## config.mk

```make
export PLATFORM = sky130hd
export DESIGN_NAME = lottery_scheduler
export DESIGN_NICKNAME = d
export VERILOG_FILES = /design/src/rtl/lsch_pkg.sv /design/src/rtl/lsch_front.sv /design/src/rtl/lsch_mod_unit.sv /design/src/rtl/lsch_back.sv /design/src/rtl/lottery_scheduler.sv
export SDC_FILE = /design/constraint.sdc
export NUM_CORES = 2
export LEC_CHECK = 0
export BUFFER_PORTS_ARGS = -buffer_cell sky130_fd_sc_hd__buf_4
export CAP_MARGIN = 40
export CORE_MARGIN = 1
export CORE_UTILIZATION = 50
export CTS_BUF_LIST = sky130_fd_sc_hd__clkbuf_4
export CTS_CLUSTER_DIAMETER = 30
export DETAILED_ROUTE_END_ITERATION = 8
export PLACE_DENSITY = 0.7
export SETUP_SLACK_MARGIN = 0.5
export SYNTH_ARGS = -nofsm -noshare
export SYNTH_HDL_FRONTEND = slang
export SYNTH_HIERARCHICAL = 1
export SYNTH_SLANG_ARGS = --single-unit
```

## constraint.sdc

```tcl
create_clock -name clk -period 22.1 [get_ports clk]
set_input_delay 0 -clock clk [delete_from_list [all_inputs] [get_ports clk]]
set_output_delay 0 -clock clk [all_outputs]
set_load 0.1 [all_outputs]
```

## src/rtl/lsch_pkg.sv

```systemverilog
// ----------------------------------------------------------------------------
// lsch_pkg
// Shared constants, types and state codes of the lottery scheduler.
// ----------------------------------------------------------------------------
package lsch_pkg;

    localparam int MAX_JOBS    = 8;
    localparam int JOB_W       = (MAX_JOBS > 1) ? $clog2(MAX_JOBS) : 1;
    localparam int JOB_CNT_W   = $clog2(MAX_JOBS + 1);

    localparam int SLOT_W      = 3;
    localparam int ID_W        = 8;
    localparam int TICKET_W    = 16;
    localparam int DUR_W       = 16;
    localparam int RAND_W      = 31;
    localparam int QUANTUM_W   = 16;
    localparam int WT_W        = 19;
    localparam int TIME_W      = 32;

    localparam int TOTAL_W     = TICKET_W + $clog2(MAX_JOBS);
    localparam int DIV_CNT_W   = $clog2(RAND_W + 1);

    localparam int QUEUE_DEPTH = 2;
    localparam int QUEUE_AW    = (QUEUE_DEPTH > 1) ? $clog2(QUEUE_DEPTH) : 1;
    localparam int QUEUE_CW    = $clog2(QUEUE_DEPTH + 1);

    localparam logic [QUANTUM_W-1:0] QUANTUM_RESET = QUANTUM_W'(1);

    typedef enum logic
    {
        CMD_LOAD = 1'b0,
        CMD_DRAW = 1'b1
    } cmd_kind_t;

    typedef struct packed
    {
        cmd_kind_t           kind;
        logic                slot_ok;
        logic [SLOT_W-1:0]   slot;
        logic [ID_W-1:0]     job_id;
        logic [TICKET_W-1:0] tickets;
        logic [DUR_W-1:0]    duration;
        logic [RAND_W-1:0]   random_value;
    } cmd_t;

    typedef enum logic [2:0]
    {
        ST_IDLE,
        ST_LOAD,
        ST_SUM,
        ST_CHECK,
        ST_EMPTY,
        ST_DIV,
        ST_SCAN,
        ST_RUN
    } back_state_t;

endpackage

```

## src/rtl/lsch_front.sv

```systemverilog
// ----------------------------------------------------------------------------
// lsch_front
// Accepts input items, classifies them as load or draw, and holds them in a
// short command queue for the execution engine.
// ----------------------------------------------------------------------------
module lsch_front
(
    input  logic                          clk,
    input  logic                          rst_n,
    input  logic                          item_valid,
    output logic                          item_stall,
    input  logic                          action,
    input  logic [lsch_pkg::SLOT_W-1:0]   slot,
    input  logic [lsch_pkg::ID_W-1:0]     job_id,
    input  logic [lsch_pkg::TICKET_W-1:0] tickets,
    input  logic [lsch_pkg::DUR_W-1:0]    duration,
    input  logic [lsch_pkg::RAND_W-1:0]   random_value,
    output logic                          cmd_valid,
    output lsch_pkg::cmd_t                cmd,
    input  logic                          cmd_pop
);
    import lsch_pkg::*;

    cmd_t                queue_reg [QUEUE_DEPTH];
    logic [QUEUE_AW-1:0] wr_ptr_reg, wr_ptr_next;
    logic [QUEUE_AW-1:0] rd_ptr_reg, rd_ptr_next;
    logic [QUEUE_CW-1:0] count_reg, count_next;
    cmd_t                in_cmd;
    logic                push;
    logic                pop;

    // classify the incoming item
    always_comb
    begin
        in_cmd.kind         = cmd_kind_t'(action);
        in_cmd.slot_ok      = (int'(slot) < MAX_JOBS);
        in_cmd.slot         = slot;
        in_cmd.job_id       = job_id;
        in_cmd.tickets      = tickets;
        in_cmd.duration     = duration;
        in_cmd.random_value = random_value;
    end

    assign item_stall = (count_reg == QUEUE_CW'(QUEUE_DEPTH));
    assign push       = item_valid && !item_stall;
    assign cmd_valid  = (count_reg != '0);
    assign pop        = cmd_pop && cmd_valid;
    assign cmd        = queue_reg[rd_ptr_reg];

    always_comb
    begin
        wr_ptr_next = wr_ptr_reg;
        rd_ptr_next = rd_ptr_reg;
        count_next  = count_reg;
        if (push)
        begin
            wr_ptr_next = (wr_ptr_reg == QUEUE_AW'(QUEUE_DEPTH - 1)) ? '0 : wr_ptr_reg + 1'b1;
        end
        if (pop)
        begin
            rd_ptr_next = (rd_ptr_reg == QUEUE_AW'(QUEUE_DEPTH - 1)) ? '0 : rd_ptr_reg + 1'b1;
        end
        if (push && !pop)
        begin
            count_next = count_reg + 1'b1;
        end
        else if (pop && !push)
        begin
            count_next = count_reg - 1'b1;
        end
    end

    always_ff @(posedge clk or negedge rst_n)
    begin
        if (!rst_n)
        begin
            wr_ptr_reg <= '0;
            rd_ptr_reg <= '0;
            count_reg  <= '0;
        end
        else
        begin
            wr_ptr_reg <= wr_ptr_next;
            rd_ptr_reg <= rd_ptr_next;
            count_reg  <= count_next;
        end
    end

    always_ff @(posedge clk)
    begin
        if (push)
        begin
            queue_reg[wr_ptr_reg] <= in_cmd;
        end
    end

endmodule

```

## src/rtl/lsch_mod_unit.sv

```systemverilog
// ----------------------------------------------------------------------------
// lsch_mod_unit
// Serial restoring modulo unit: one dividend bit per cycle, remainder only.
// ----------------------------------------------------------------------------
module lsch_mod_unit
(
    input  logic                         clk,
    input  logic                         rst_n,
    input  logic                         start,
    input  logic [lsch_pkg::RAND_W-1:0]  dividend,
    input  logic [lsch_pkg::TOTAL_W-1:0] divisor,
    output logic                         done,
    output logic [lsch_pkg::TOTAL_W-1:0] remainder
);
    import lsch_pkg::*;

    logic [RAND_W-1:0]    dvd_reg;
    logic [TOTAL_W-1:0]   dsr_reg;
    logic [TOTAL_W-1:0]   rem_reg, rem_next;
    logic [DIV_CNT_W-1:0] cnt_reg;
    logic                 busy_reg;
    logic                 done_reg;
    logic [TOTAL_W:0]     trial;

    // shift in the next dividend bit and subtract when it fits
    always_comb
    begin
        trial = {rem_reg, dvd_reg[RAND_W-1]};
        if (trial >= {1'b0, dsr_reg})
        begin
            rem_next = TOTAL_W'(trial - {1'b0, dsr_reg});
        end
        else
        begin
            rem_next = trial[TOTAL_W-1:0];
        end
    end

    always_ff @(posedge clk or negedge rst_n)
    begin
        if (!rst_n)
        begin
            busy_reg <= 1'b0;
            done_reg <= 1'b0;
            cnt_reg  <= '0;
        end
        else
        begin
            done_reg <= 1'b0;
            if (start)
            begin
                busy_reg <= 1'b1;
                cnt_reg  <= DIV_CNT_W'(RAND_W);
            end
            else if (busy_reg)
            begin
                cnt_reg <= cnt_reg - 1'b1;
                if (cnt_reg == DIV_CNT_W'(1))
                begin
                    busy_reg <= 1'b0;
                    done_reg <= 1'b1;
                end
            end
        end
    end

    always_ff @(posedge clk)
    begin
        if (start)
        begin
            dvd_reg <= dividend;
            dsr_reg <= divisor;
            rem_reg <= '0;
        end
        else if (busy_reg)
        begin
            dvd_reg <= {dvd_reg[RAND_W-2:0], 1'b0};
            rem_reg <= rem_next;
        end
    end

    assign done      = done_reg;
    assign remainder = rem_reg;

endmodule

```

## src/rtl/lsch_back.sv

```systemverilog
// ----------------------------------------------------------------------------
// lsch_back
// Execution engine: job table, ticket sum, modulo draw, slot scan, run
// accounting and the result register.
// ----------------------------------------------------------------------------
module lsch_back
(
    input  logic                           clk,
    input  logic                           rst_n,
    input  logic                           cmd_valid,
    input  lsch_pkg::cmd_t                 cmd,
    output logic                           cmd_pop,
    input  logic                           cfg_valid,
    output logic                           cfg_ready,
    input  logic [lsch_pkg::QUANTUM_W-1:0] cfg_quantum,
    output logic                           result_valid,
    input  logic                           result_stall,
    output logic                           granted,
    output logic [lsch_pkg::ID_W-1:0]      winner_id,
    output logic [lsch_pkg::WT_W-1:0]      drawn_ticket,
    output logic [lsch_pkg::TIME_W-1:0]    time_now,
    output logic                           job_finished,
    output logic [lsch_pkg::TIME_W-1:0]    turnaround_time,
    output logic [lsch_pkg::TIME_W-1:0]    response_time,
    output logic                           idle
);
    import lsch_pkg::*;

    back_state_t          state_reg, state_next;
    cmd_t                 cmd_reg;
    logic [JOB_CNT_W-1:0] idx_reg;
    logic [TOTAL_W-1:0]   total_reg;
    logic [TOTAL_W-1:0]   acc_reg;
    logic [TOTAL_W-1:0]   ticket_reg;
    logic [JOB_W-1:0]     win_reg;
    logic [TIME_W-1:0]    clock_reg;
    logic [QUANTUM_W-1:0] quantum_reg;

    logic [ID_W-1:0]      job_id_reg    [MAX_JOBS];
    logic [TICKET_W-1:0]  tickets_reg   [MAX_JOBS];
    logic [DUR_W-1:0]     remain_reg    [MAX_JOBS];
    logic                 has_run_reg   [MAX_JOBS];
    logic [TIME_W-1:0]    first_run_reg [MAX_JOBS];

    logic                 result_valid_reg;
    logic                 granted_reg;
    logic [ID_W-1:0]      winner_id_reg;
    logic [WT_W-1:0]      drawn_ticket_reg;
    logic [TIME_W-1:0]    time_now_reg;
    logic                 job_finished_reg;
    logic [TIME_W-1:0]    turnaround_reg;
    logic [TIME_W-1:0]    response_reg;
    logic                 idle_reg;

    logic                 idx_clear;
    logic                 sum_en;
    logic                 div_start;
    logic                 scan_en;
    logic                 load_commit;
    logic                 empty_commit;
    logic                 run_commit;

    logic                 div_done;
    logic [TOTAL_W-1:0]   div_rem;

    logic [JOB_W-1:0]     rd_idx;
    logic [JOB_W-1:0]     load_idx;
    logic [DUR_W-1:0]     rd_remain;
    logic                 rd_active;
    logic [TOTAL_W-1:0]   rd_tickets;
    logic                 last_idx;
    logic [TOTAL_W-1:0]   acc_sum;
    logic                 hit;
    logic                 out_free;
    logic [DUR_W-1:0]     run_len;
    logic [DUR_W-1:0]     remain_new;
    logic [TIME_W:0]      clock_sum;
    logic [TIME_W-1:0]    clock_new;
    logic [TIME_W-1:0]    first_val;
    logic                 finished;

    lsch_mod_unit u_mod
    (
        .clk       (clk),
        .rst_n     (rst_n),
        .start     (div_start),
        .dividend  (cmd_reg.random_value),
        .divisor   (total_reg),
        .done      (div_done),
        .remainder (div_rem)
    );

    // single read port into the job table
    assign rd_idx     = (state_reg == ST_RUN) ? win_reg : idx_reg[JOB_W-1:0];
    assign load_idx   = JOB_W'(cmd_reg.slot);
    assign rd_remain  = remain_reg[rd_idx];
    assign rd_active  = (rd_remain != '0);
    assign rd_tickets = rd_active ? TOTAL_W'(tickets_reg[rd_idx]) : '0;
    assign last_idx   = (idx_reg == JOB_CNT_W'(MAX_JOBS - 1));
    assign acc_sum    = acc_reg + rd_tickets;
    assign hit        = rd_active && (acc_sum > ticket_reg);
    assign out_free   = !result_valid_reg || !result_stall;

    // run accounting for the winner
    always_comb
    begin
        run_len    = (quantum_reg < rd_remain) ? quantum_reg : rd_remain;
        remain_new = rd_remain - run_len;
        clock_sum  = {1'b0, clock_reg} + (TIME_W + 1)'(run_len);
        clock_new  = clock_sum[TIME_W] ? '1 : clock_sum[TIME_W-1:0];
        first_val  = has_run_reg[rd_idx] ? first_run_reg[rd_idx] : clock_reg;
        finished   = (remain_new == '0);
    end

    // next state
    always_comb
    begin
        state_next = state_reg;
        case (state_reg)
            ST_IDLE:
            begin
                if (cmd_valid)
                begin
                    state_next = (cmd.kind == CMD_LOAD) ? ST_LOAD : ST_SUM;
                end
            end
            ST_LOAD:
            begin
                if (out_free)
                begin
                    state_next = ST_IDLE;
                end
            end
            ST_SUM:
            begin
                if (last_idx)
                begin
                    state_next = ST_CHECK;
                end
            end
            ST_CHECK:
            begin
                state_next = (total_reg == '0) ? ST_EMPTY : ST_DIV;
            end
            ST_EMPTY:
            begin
                if (out_free)
                begin
                    state_next = ST_IDLE;
                end
            end
            ST_DIV:
            begin
                if (div_done)
                begin
                    state_next = ST_SCAN;
                end
            end
            ST_SCAN:
            begin
                if (hit)
                begin
                    state_next = ST_RUN;
                end
                else if (last_idx)
                begin
                    state_next = ST_EMPTY;
                end
            end
            ST_RUN:
            begin
                if (out_free)
                begin
                    state_next = ST_IDLE;
                end
            end
            default:
            begin
                state_next = ST_IDLE;
            end
        endcase
    end

    // control strobes
    always_comb
    begin
        cmd_pop      = 1'b0;
        idx_clear    = 1'b0;
        sum_en       = 1'b0;
        div_start    = 1'b0;
        scan_en      = 1'b0;
        load_commit  = 1'b0;
        empty_commit = 1'b0;
        run_commit   = 1'b0;
        case (state_reg)
            ST_IDLE:
            begin
                cmd_pop   = cmd_valid;
                idx_clear = 1'b1;
            end
            ST_LOAD:
            begin
                load_commit = out_free;
            end
            ST_SUM:
            begin
                sum_en = 1'b1;
            end
            ST_CHECK:
            begin
                idx_clear = 1'b1;
                div_start = (total_reg != '0);
            end
            ST_EMPTY:
            begin
                empty_commit = out_free;
            end
            ST_DIV:
            begin
            end
            ST_SCAN:
            begin
                scan_en = 1'b1;
            end
            ST_RUN:
            begin
                run_commit = out_free;
            end
            default:
            begin
            end
        endcase
    end

    always_ff @(posedge clk or negedge rst_n)
    begin
        if (!rst_n)
        begin
            state_reg   <= ST_IDLE;
            idx_reg     <= '0;
            total_reg   <= '0;
            acc_reg     <= '0;
            clock_reg   <= '0;
            quantum_reg <= QUANTUM_RESET;
        end
        else
        begin
            state_reg <= state_next;
            if (cfg_valid)
            begin
                quantum_reg <= cfg_quantum;
            end
            if (idx_clear)
            begin
                idx_reg <= '0;
                acc_reg <= '0;
                if (state_reg == ST_IDLE)
                begin
                    total_reg <= '0;
                end
            end
            else if (sum_en)
            begin
                idx_reg   <= idx_reg + 1'b1;
                total_reg <= total_reg + rd_tickets;
            end
            else if (scan_en)
            begin
                idx_reg <= idx_reg + 1'b1;
                acc_reg <= acc_sum;
            end
            if (run_commit)
            begin
                clock_reg <= clock_new;
            end
        end
    end

    always_ff @(posedge clk)
    begin
        if (cmd_pop)
        begin
            cmd_reg <= cmd;
        end
        if (div_done)
        begin
            ticket_reg <= div_rem;
        end
        if (scan_en && hit)
        begin
            win_reg <= rd_idx;
        end
    end

    // job table
    always_ff @(posedge clk or negedge rst_n)
    begin
        if (!rst_n)
        begin
            for (int i = 0; i < MAX_JOBS; i++)
            begin
                job_id_reg[i]  <= '0;
                tickets_reg[i] <= '0;
                remain_reg[i]  <= '0;
                has_run_reg[i] <= 1'b0;
            end
        end
        else if (load_commit && cmd_reg.slot_ok)
        begin
            job_id_reg[load_idx]  <= cmd_reg.job_id;
            tickets_reg[load_idx] <= cmd_reg.tickets;
            remain_reg[load_idx]  <= cmd_reg.duration;
            has_run_reg[load_idx] <= 1'b0;
        end
        else if (run_commit)
        begin
            remain_reg[rd_idx]  <= remain_new;
            has_run_reg[rd_idx] <= 1'b1;
        end
    end

    always_ff @(posedge clk)
    begin
        if (run_commit && !has_run_reg[rd_idx])
        begin
            first_run_reg[rd_idx] <= clock_reg;
        end
    end

    // result register
    always_ff @(posedge clk or negedge rst_n)
    begin
        if (!rst_n)
        begin
            result_valid_reg <= 1'b0;
        end
        else if (load_commit || empty_commit || run_commit)
        begin
            result_valid_reg <= 1'b1;
        end
        else if (!result_stall)
        begin
            result_valid_reg <= 1'b0;
        end
    end

    always_ff @(posedge clk)
    begin
        if (load_commit || empty_commit)
        begin
            granted_reg      <= 1'b0;
            winner_id_reg    <= '0;
            drawn_ticket_reg <= '0;
            time_now_reg     <= clock_reg;
            job_finished_reg <= 1'b0;
            turnaround_reg   <= '0;
            response_reg     <= '0;
            idle_reg         <= empty_commit;
        end
        else if (run_commit)
        begin
            granted_reg      <= 1'b1;
            winner_id_reg    <= job_id_reg[rd_idx];
            drawn_ticket_reg <= WT_W'(ticket_reg);
            time_now_reg     <= clock_new;
            job_finished_reg <= finished;
            turnaround_reg   <= finished ? clock_new : '0;
            response_reg     <= finished ? first_val : '0;
            idle_reg         <= 1'b0;
        end
    end

    assign cfg_ready       = 1'b1;
    assign result_valid    = result_valid_reg;
    assign granted         = granted_reg;
    assign winner_id       = winner_id_reg;
    assign drawn_ticket    = drawn_ticket_reg;
    assign time_now        = time_now_reg;
    assign job_finished    = job_finished_reg;
    assign turnaround_time = turnaround_reg;
    assign response_time   = response_reg;
    assign idle            = idle_reg;

endmodule

```

## src/rtl/lottery_scheduler.sv

```systemverilog
// ----------------------------------------------------------------------------
// lottery_scheduler
// Flow: a load passes the IDLE and LOAD states into the result register;
// a draw runs a ticket sum over all 8 slots, a 31-step serial
// modulo unit and a scan of up to 8 slots, one slot per cycle; a draw with
// no active tickets ends right after the sum and the check state.
// Throughput: one item at a time in the engine; a 2-entry queue takes items
// meanwhile. Reset clears the job table, the clock and sets quantum to 1.
// ----------------------------------------------------------------------------
module lottery_scheduler
(
    input  logic                           clk,
    input  logic                           rst_n,
    input  logic                           item_valid,
    output logic                           item_stall,
    input  logic                           action,
    input  logic [lsch_pkg::SLOT_W-1:0]    slot,
    input  logic [lsch_pkg::ID_W-1:0]      job_id,
    input  logic [lsch_pkg::TICKET_W-1:0]  tickets,
    input  logic [lsch_pkg::DUR_W-1:0]     duration,
    input  logic [lsch_pkg::RAND_W-1:0]    random_value,
    input  logic                           cfg_valid,
    output logic                           cfg_ready,
    input  logic [lsch_pkg::QUANTUM_W-1:0] cfg_quantum,
    output logic                           result_valid,
    input  logic                           result_stall,
    output logic                           granted,
    output logic [lsch_pkg::ID_W-1:0]      winner_id,
    output logic [lsch_pkg::WT_W-1:0]      drawn_ticket,
    output logic [lsch_pkg::TIME_W-1:0]    time_now,
    output logic                           job_finished,
    output logic [lsch_pkg::TIME_W-1:0]    turnaround_time,
    output logic [lsch_pkg::TIME_W-1:0]    response_time,
    output logic                           idle
);
    import lsch_pkg::*;

    logic cmd_valid;
    cmd_t cmd;
    logic cmd_pop;

    lsch_front u_front
    (
        .clk          (clk),
        .rst_n        (rst_n),
        .item_valid   (item_valid),
        .item_stall   (item_stall),
        .action       (action),
        .slot         (slot),
        .job_id       (job_id),
        .tickets      (tickets),
        .duration     (duration),
        .random_value (random_value),
        .cmd_valid    (cmd_valid),
        .cmd          (cmd),
        .cmd_pop      (cmd_pop)
    );

    lsch_back u_back
    (
        .clk             (clk),
        .rst_n           (rst_n),
        .cmd_valid       (cmd_valid),
        .cmd             (cmd),
        .cmd_pop         (cmd_pop),
        .cfg_valid       (cfg_valid),
        .cfg_ready       (cfg_ready),
        .cfg_quantum     (cfg_quantum),
        .result_valid    (result_valid),
        .result_stall    (result_stall),
        .granted         (granted),
        .winner_id       (winner_id),
        .drawn_ticket    (drawn_ticket),
        .time_now        (time_now),
        .job_finished    (job_finished),
        .turnaround_time (turnaround_time),
        .response_time   (response_time),
        .idle            (idle)
    );

endmodule
```

**Yosys cells after proc, flatten, opt, wreduce, memory -nomap -nowiden**

Memory sizes are Yosys's and may differ from the RTL's.
Cells that the tools add are included.

- Word-level logic and storage cells: 232
- Bits in writable memories: 406
- Memories: 2
- Latch bits: 0
- ROM bits: 0
- Flip-flop bits (word level): 725

Memory list:

| name | words | bits a word | rd ports | clocked after Yosys merged registers in | write ports | line | RTL |
|---|---|---|---|---|---|---|---|
| u_back.first_run_reg | 8 | 32 | 1 | 0 | 1 | lsch_back.sv:43 | `logic [TIME_W-1:0] first_run_reg [MAX_JOBS];` |
| u_front.queue_reg | 2 | 75 | 1 | 0 | 1 | lsch_front.sv:24 | `cmd_t queue_reg [QUEUE_DEPTH];` |

- Divide/modulo/power cells: 0
- Shifts and indexed selects: 0
- Eq/ne operators: 18
- Muxes and demuxes: 88
- $add $sub $neg: 11
- Magnitude comparators: 7
- Reductions and logical operators: 37
- $mul: 0
- Bitwise logic cells: 5

Operator list:

| cell | count |
|---|---|
| $bwmux W128 | 3 |
| $mux W128 | 2 |
| $mux W32 | 6 |
| $mux W19 | 7 |
| $mux W16 | 8 |
| $bmux W16 S3 | 2 |
| $demux W16 S3 | 2 |
| $bwmux W64 | 1 |
| $mux W31 | 2 |
| $mux W8 | 5 |
| $add A19 B19 Y19 | 2 |
| $add A32 B16 Y33 | 1 |
| $mux W1 | 29 |
| $bmux W8 S3 | 1 |
| $demux W8 S3 | 1 |
| $mux W3 | 7 |
| $ge A20 B19 Y1 | 1 |
| $gt A19 B19 Y1 | 1 |
| $logic_not A19 Y1 | 1 |
| $reduce_bool A19 Y1 | 1 |
| $sub A19 B19 Y19 | 1 |
| $pmux W3 S6 | 1 |
| $logic_not A16 Y1 | 1 |
| $lt A16 B16 Y1 | 1 |
| other kinds (37) | 79 |

**Depth between registers and ports, before layout**

- Depth after elaboration: 13
- Gate-level depth with buffers: 41

**Modules after synthesis**

Netlist, hierarchy kept.

Modules (own cells, without submodules):

| module | area an instance (µm²) | times used | cells each |
|---|---|---|---|
| lsch_back | 40,889.2 | 1 | 3,708 |
| lsch_front | 5,775.5 | 1 | 254 |
| lsch_mod_unit | 4,325.4 | 1 | 403 |

**Worst setup path after synthesis**

Ideal clock, no wire load.

- Kind: flip-flop to flip-flop
- Start point: register u_back.win_reg[0]
- End point: register u_back.response_reg[15], in the netlist u_back/response_time[15]
- Buffers on the path: 9
- Cell stages (with the launch flop): 39
- Arrival: 7.942 ns
- Slack: 14.084 ns
- Clock period less this slack: 8.016 ns
- Cells stage by stage: edfxtp_1 > buf_2 > and4_1 > buf_2 > a21oi_2 > buf_2 > buf_2 > buf_1 > clkbuf_1 > nand2_1 > a311oi_1 > a31o_2 > inv_1 > ha_1 > a21oi_1 > nor2b_1 > o21ai_0 > nand2_1 > (+3 left out) > clkbuf_1 > mux2i_1 > ha_1 > fa_1 > nor2b_1 > o21ai_0 > a21boi_0 > o21ai_0 > a21boi_0 > o21ai_0 > a21oi_1 > o41ai_1 > mux2i_1 > a2111oi_0 > nand4bb_1 > clkbuf_1 > clkbuf_1 > o21ai_0

- Longest elaborated chain between the ends: 10
- Elaborated cells between the ends (all ways): 15

RTL lines:

| item | line | RTL |
|---|---|---|
| from (decl) | lsch_back.sv:35 | `logic [JOB_W-1:0] win_reg;` |
| from (signal assigned) | lsch_back.sv:291 | `win_reg <= rd_idx;` |
| $mux W3 (*) | lsch_back.sv:94 | `assign rd_idx = (state_reg == ST_RUN) ? win_reg : idx_reg[JOB_W-1:0];` |
| $not A3 Y4 (not written as such) | lsch_back.sv:96, lsch_back.sv:111 |  |
| $bmux W16 S3 | lsch_back.sv:96 | `assign rd_remain = remain_reg[rd_idx];` |
| $mux W16 (not written as such) (2 in series) | lsch_back.sv:96 |  |
| $lt A16 B16 Y1 | lsch_back.sv:107 | `run_len = (quantum_reg < rd_remain) ? quantum_reg : rd_remain;` |
| $mux W16 | lsch_back.sv:107 |  |
| $sub A16 B16 Y16 | lsch_back.sv:108 | `remain_new = rd_remain - run_len;` |
| $logic_not A16 Y1 | lsch_back.sv:112 | `finished = (remain_new == '0);` |
| $mux W32 (*) | lsch_back.sv:368 | `response_reg <= finished ? first_val : '0;` |
| to (signal assigned) | lsch_back.sv:368 |  |
| to (decl) | lsch_back.sv:52 | `logic [TIME_W-1:0] response_reg;` |

Every way passes the cells marked *; elsewhere a longest branch is shown, timed or not. The select of a mux whose other input is x is not followed.
A chain may end at the register's enable or synchronous reset.

**Final worst setup path**

- Start point: register u_back.state_reg[2]
- End point: register u_back.turnaround_reg[6], in the netlist u_back/turnaround_time[6]

- Longest elaborated chain between the ends: 11
- Elaborated cells between the ends (all ways): 19

RTL lines:

| item | line | RTL |
|---|---|---|
| from (decl) | lsch_back.sv:29 | `back_state_t state_reg, state_next;` |
| from (signal assigned) | lsch_back.sv:248 | `state_reg <= state_next;` |
| $eq A3 B3 Y1 | lsch_back.sv:94, lsch_back.sv:195 |  |
| $mux W3 | lsch_back.sv:94 |  |
| $not A3 Y4 (not written as such) | lsch_back.sv:96 |  |
| $bmux W16 S3 | lsch_back.sv:96 |  |
| $mux W16 (not written as such) (2 in series) | lsch_back.sv:96 |  |
| $lt A16 B16 Y1 | lsch_back.sv:107 |  |
| $mux W16 | lsch_back.sv:107 |  |
| $add A32 B16 Y33 or $sub A16 B16 Y16 (tied branches) | lsch_back.sv:109, lsch_back.sv:108 |  |
| $mux W32 or $logic_not A16 Y1 (tied branches) | lsch_back.sv:110, lsch_back.sv:112 |  |
| $mux W32 | lsch_back.sv:367 | `turnaround_reg <= finished ? clock_new : '0;` |
| to (signal assigned) | lsch_back.sv:367 |  |
| to (decl) | lsch_back.sv:51 | `logic [TIME_W-1:0] turnaround_reg;` |

Several ways; a longest one is shown, not always the timed one. The select of a mux whose other input is x is not followed.

==> out/metrics.cfg <==
[run_status]
outcome=complete, no violations

[global_route]
grt_usage_pct=29.66
grt_pass1_wl_mm=233.5
overflow=0
grt_pass1_vias=39846
grt_max_degree=101
antenna_found_initial=8

[timing]
slew_viol_final=0
slew_headroom_pct=37.14
setup_tns_ns=0
hold_violations=0
finalCritPeriodShare_pct=43.11
rsz0062_at_grt=false
finClkSkew_ns=0.1094
setup_viol=0
setup_ws_ns=12.57
max_freq_mhz=105.0
worstMarginPinSlew_ns=0.9430
fin_crit_ns=9.527

[clock_network]
insertion_delay_ns=1.23
htreeDepth=5
clk_root_buffer_cell=clkbuf_4
cts_tree=yes
clk_path_buf_depth=4
path_clk_slew_ns=0.07
cts.sinks=1131
cts_buffers=319

[floorplan]
core_area_um2=100600
io_pins=225
start_util_pct=50.70
num_rows=116
die-area_um2=103300
die_height_um=321.3
die_w_um=321.3

[critical_path]
timing.setup.critical_path_class=reg2reg
crit_path_end_kind=flop
arrival_ns=10.59
required_ns=23.17
worst_path_most_repeated_cell=o21ai_0
worstSetupStartpointType=flop
crit_path_max_fanout=56
critical-path-max-stage-delay_ns=0.90
crit_slowest_cell=dfrtp_1

[yosys]
syn_area_per_cell_um2=11.68
syn_inst=4365
synth-edff-count=586
synth_top_area_share_pct=34.51
ys_top_cells_by_count=nand2_1, edfxtp_1, dfrtp_1
synth_seq_area_share_pct=60.16
synth_top_cell_by_area=edfxtp_1
synth-seq-cells=1131
yosysMostFrequentCell=nand2_1
synth-main-ff-cell=edfxtp_1
synthTopCellsByArea=edfxtp_1, dfrtp_1, nand2_1
syn_nets=4582
synth_cell_type_count=102
yosysWarnings=6
async_flop_share_pct=38.28
netlist_area_um2=50990

[route]
wl_per_cell_um=23.34
drtPass1Iterations=6
drcViolationCount=0
routed_wl_mm=153.3
num_vias=39631
drt_first_iter_violations=3981
final_antenna_net_count=0
via_per_inst=6.035

[power_and_ir_drop]
powerDensity_nw_per_um2=170.7
power_leakage_nw=25.41
finalPower_mw=10.39
ir_drop_uv=185.5

[cells_and_area]
largest_reg_flops=256
nets=5192
syn2layout_area_growth_pct=19.39
drive_above_1_share_pct=22.35

[placement]
dp_hpwl_mm=95.93
post-place-ws_ns=12.86
io_buffers=223
place_congestion=0.9736

[worst_hold_path]
hp-class=in2reg

[flow_run]
max_cap_viol_count=0

==> placed cells by master, fill, tap and decap left out, drive strengths merged, types with 31 or more instances in the layout <==
master,instances
clkbuf,476
buf,314
nor2,258
ha,116
a21oi,172
clkinv,66
a22oi,49
nor3,52
mux2,220
nand2,749
o21ai,231
edfxtp,586
mux2i,47
dfxtp,112
inv,118
dlygate4sd3,224
xnor2,55
mux4,31
o22ai,161
nor4,37
dfrtp,432
a21o,33
o221ai,70
nand3,63
and3,40
==> timing repair <==
action | CTS | global route
endpoints found under the hold margin | 708 | 0
hold buffers | 225 | 0
setup buffers | 0 | 0
gates resized for setup | 0 | 0
==> worst paths after layout <==
path	start	slack, ns	depth (start not counted)	to
setup / recovery	u_back/state_reg[2]$_DFFE_PN0P_	12.57	31	u_back/turnaround_time[6]$_SDFFE_PP0P_
hold / removal	tickets[6]	0.1	3	u_front/queue_reg[1][53]$_DFFE_PP_
setup reg to reg	u_back/state_reg[2]$_DFFE_PN0P_	12.57	31	u_back/turnaround_time[6]$_SDFFE_PP0P_
hold reg to reg	u_back/job_finished$_SDFFE_PP0P_	0.45	2	u_back/job_finished$_SDFFE_PP0P_
max in group asynchronous	rst_n	20.26	8	u_back/tickets_reg[11]$_DFFE_PN0P_
min in group asynchronous	rst_n	0.51	5	u_back/remain_reg[94]$_DFFE_PN0P_
==> cell type report <==
class | instances | area [um2]
well taps | 1357 | 1698
repair buffers | 540 | 4957
diodes | 7 | 17.52
fillers | 7964 | 39710
multi-input cells | 2866 | 19050
clock buffers | 475 | 3566
flip-flops and latches | 1131 | 30680
inverters | 117 | 439.2
clock inverters | 74 | 471.7
==> worst max-delay path, delay by kind of cell (launching register included) <==
kind                       cells  cell delay, ns
and+or+nand+nor                8            2.28
adders and majority gates      2            0.52
buffers and inverters          5            1.79
AOI/OAI and AO/OA             15            3.67
xor gates and xnor gates       1            0.19
DFF                            1            0.90
==> report_power, final <==
group	internal, mW	total [mW]	switching [mW]
logic	1.85	5.19	3.33
registers	2.84	3.28	0.438
clock network	1.05	1.93	0.878
==> per-layer routing <==
metal | part of all wire [%] | GRT usage [%]
met5 | 0.018 | 0
met4 | 3.8 | 13.13
met3 | 9.5 | 6.825
met2 | 47 | 46.93
met1 | 40 | 39.07
==> logic make-up after synthesis <==
kind of cell	Yosys count	synth area share, %
AOI/OAI and AO/OA	1014	13.43
xor gates and xnor gates	82	1.408
adders and majority gates	124	3.102
buffers and inverters	368	2.935
DFF	1131	60.16
muxes	298	7.469
other	2	0.01473
and+or+nand+nor	1346	11.48
==> metrics by stage <==
| step | utilization (%) | area, um2 | std cells | hold slack (ns) |
|---|---|---|---|---|
| floorplan | - | 50990 | 4365 | -0.2956 |
| global placement | 53.73 | 54040 | 5760 | 0.1158 |
| detailed placement | 54.23 | 54540 | 5785 | 0.1229 |
| CTS | 60.50 | 60850 | 6559 | 0.001204 |
| global route | 60.52 | 60870 | 6564 | 0.05734 |
| finish | 60.52 | 60880 | 6567 | 0.09825 |
No activity file was read; power rests on OpenSTA's default activity.
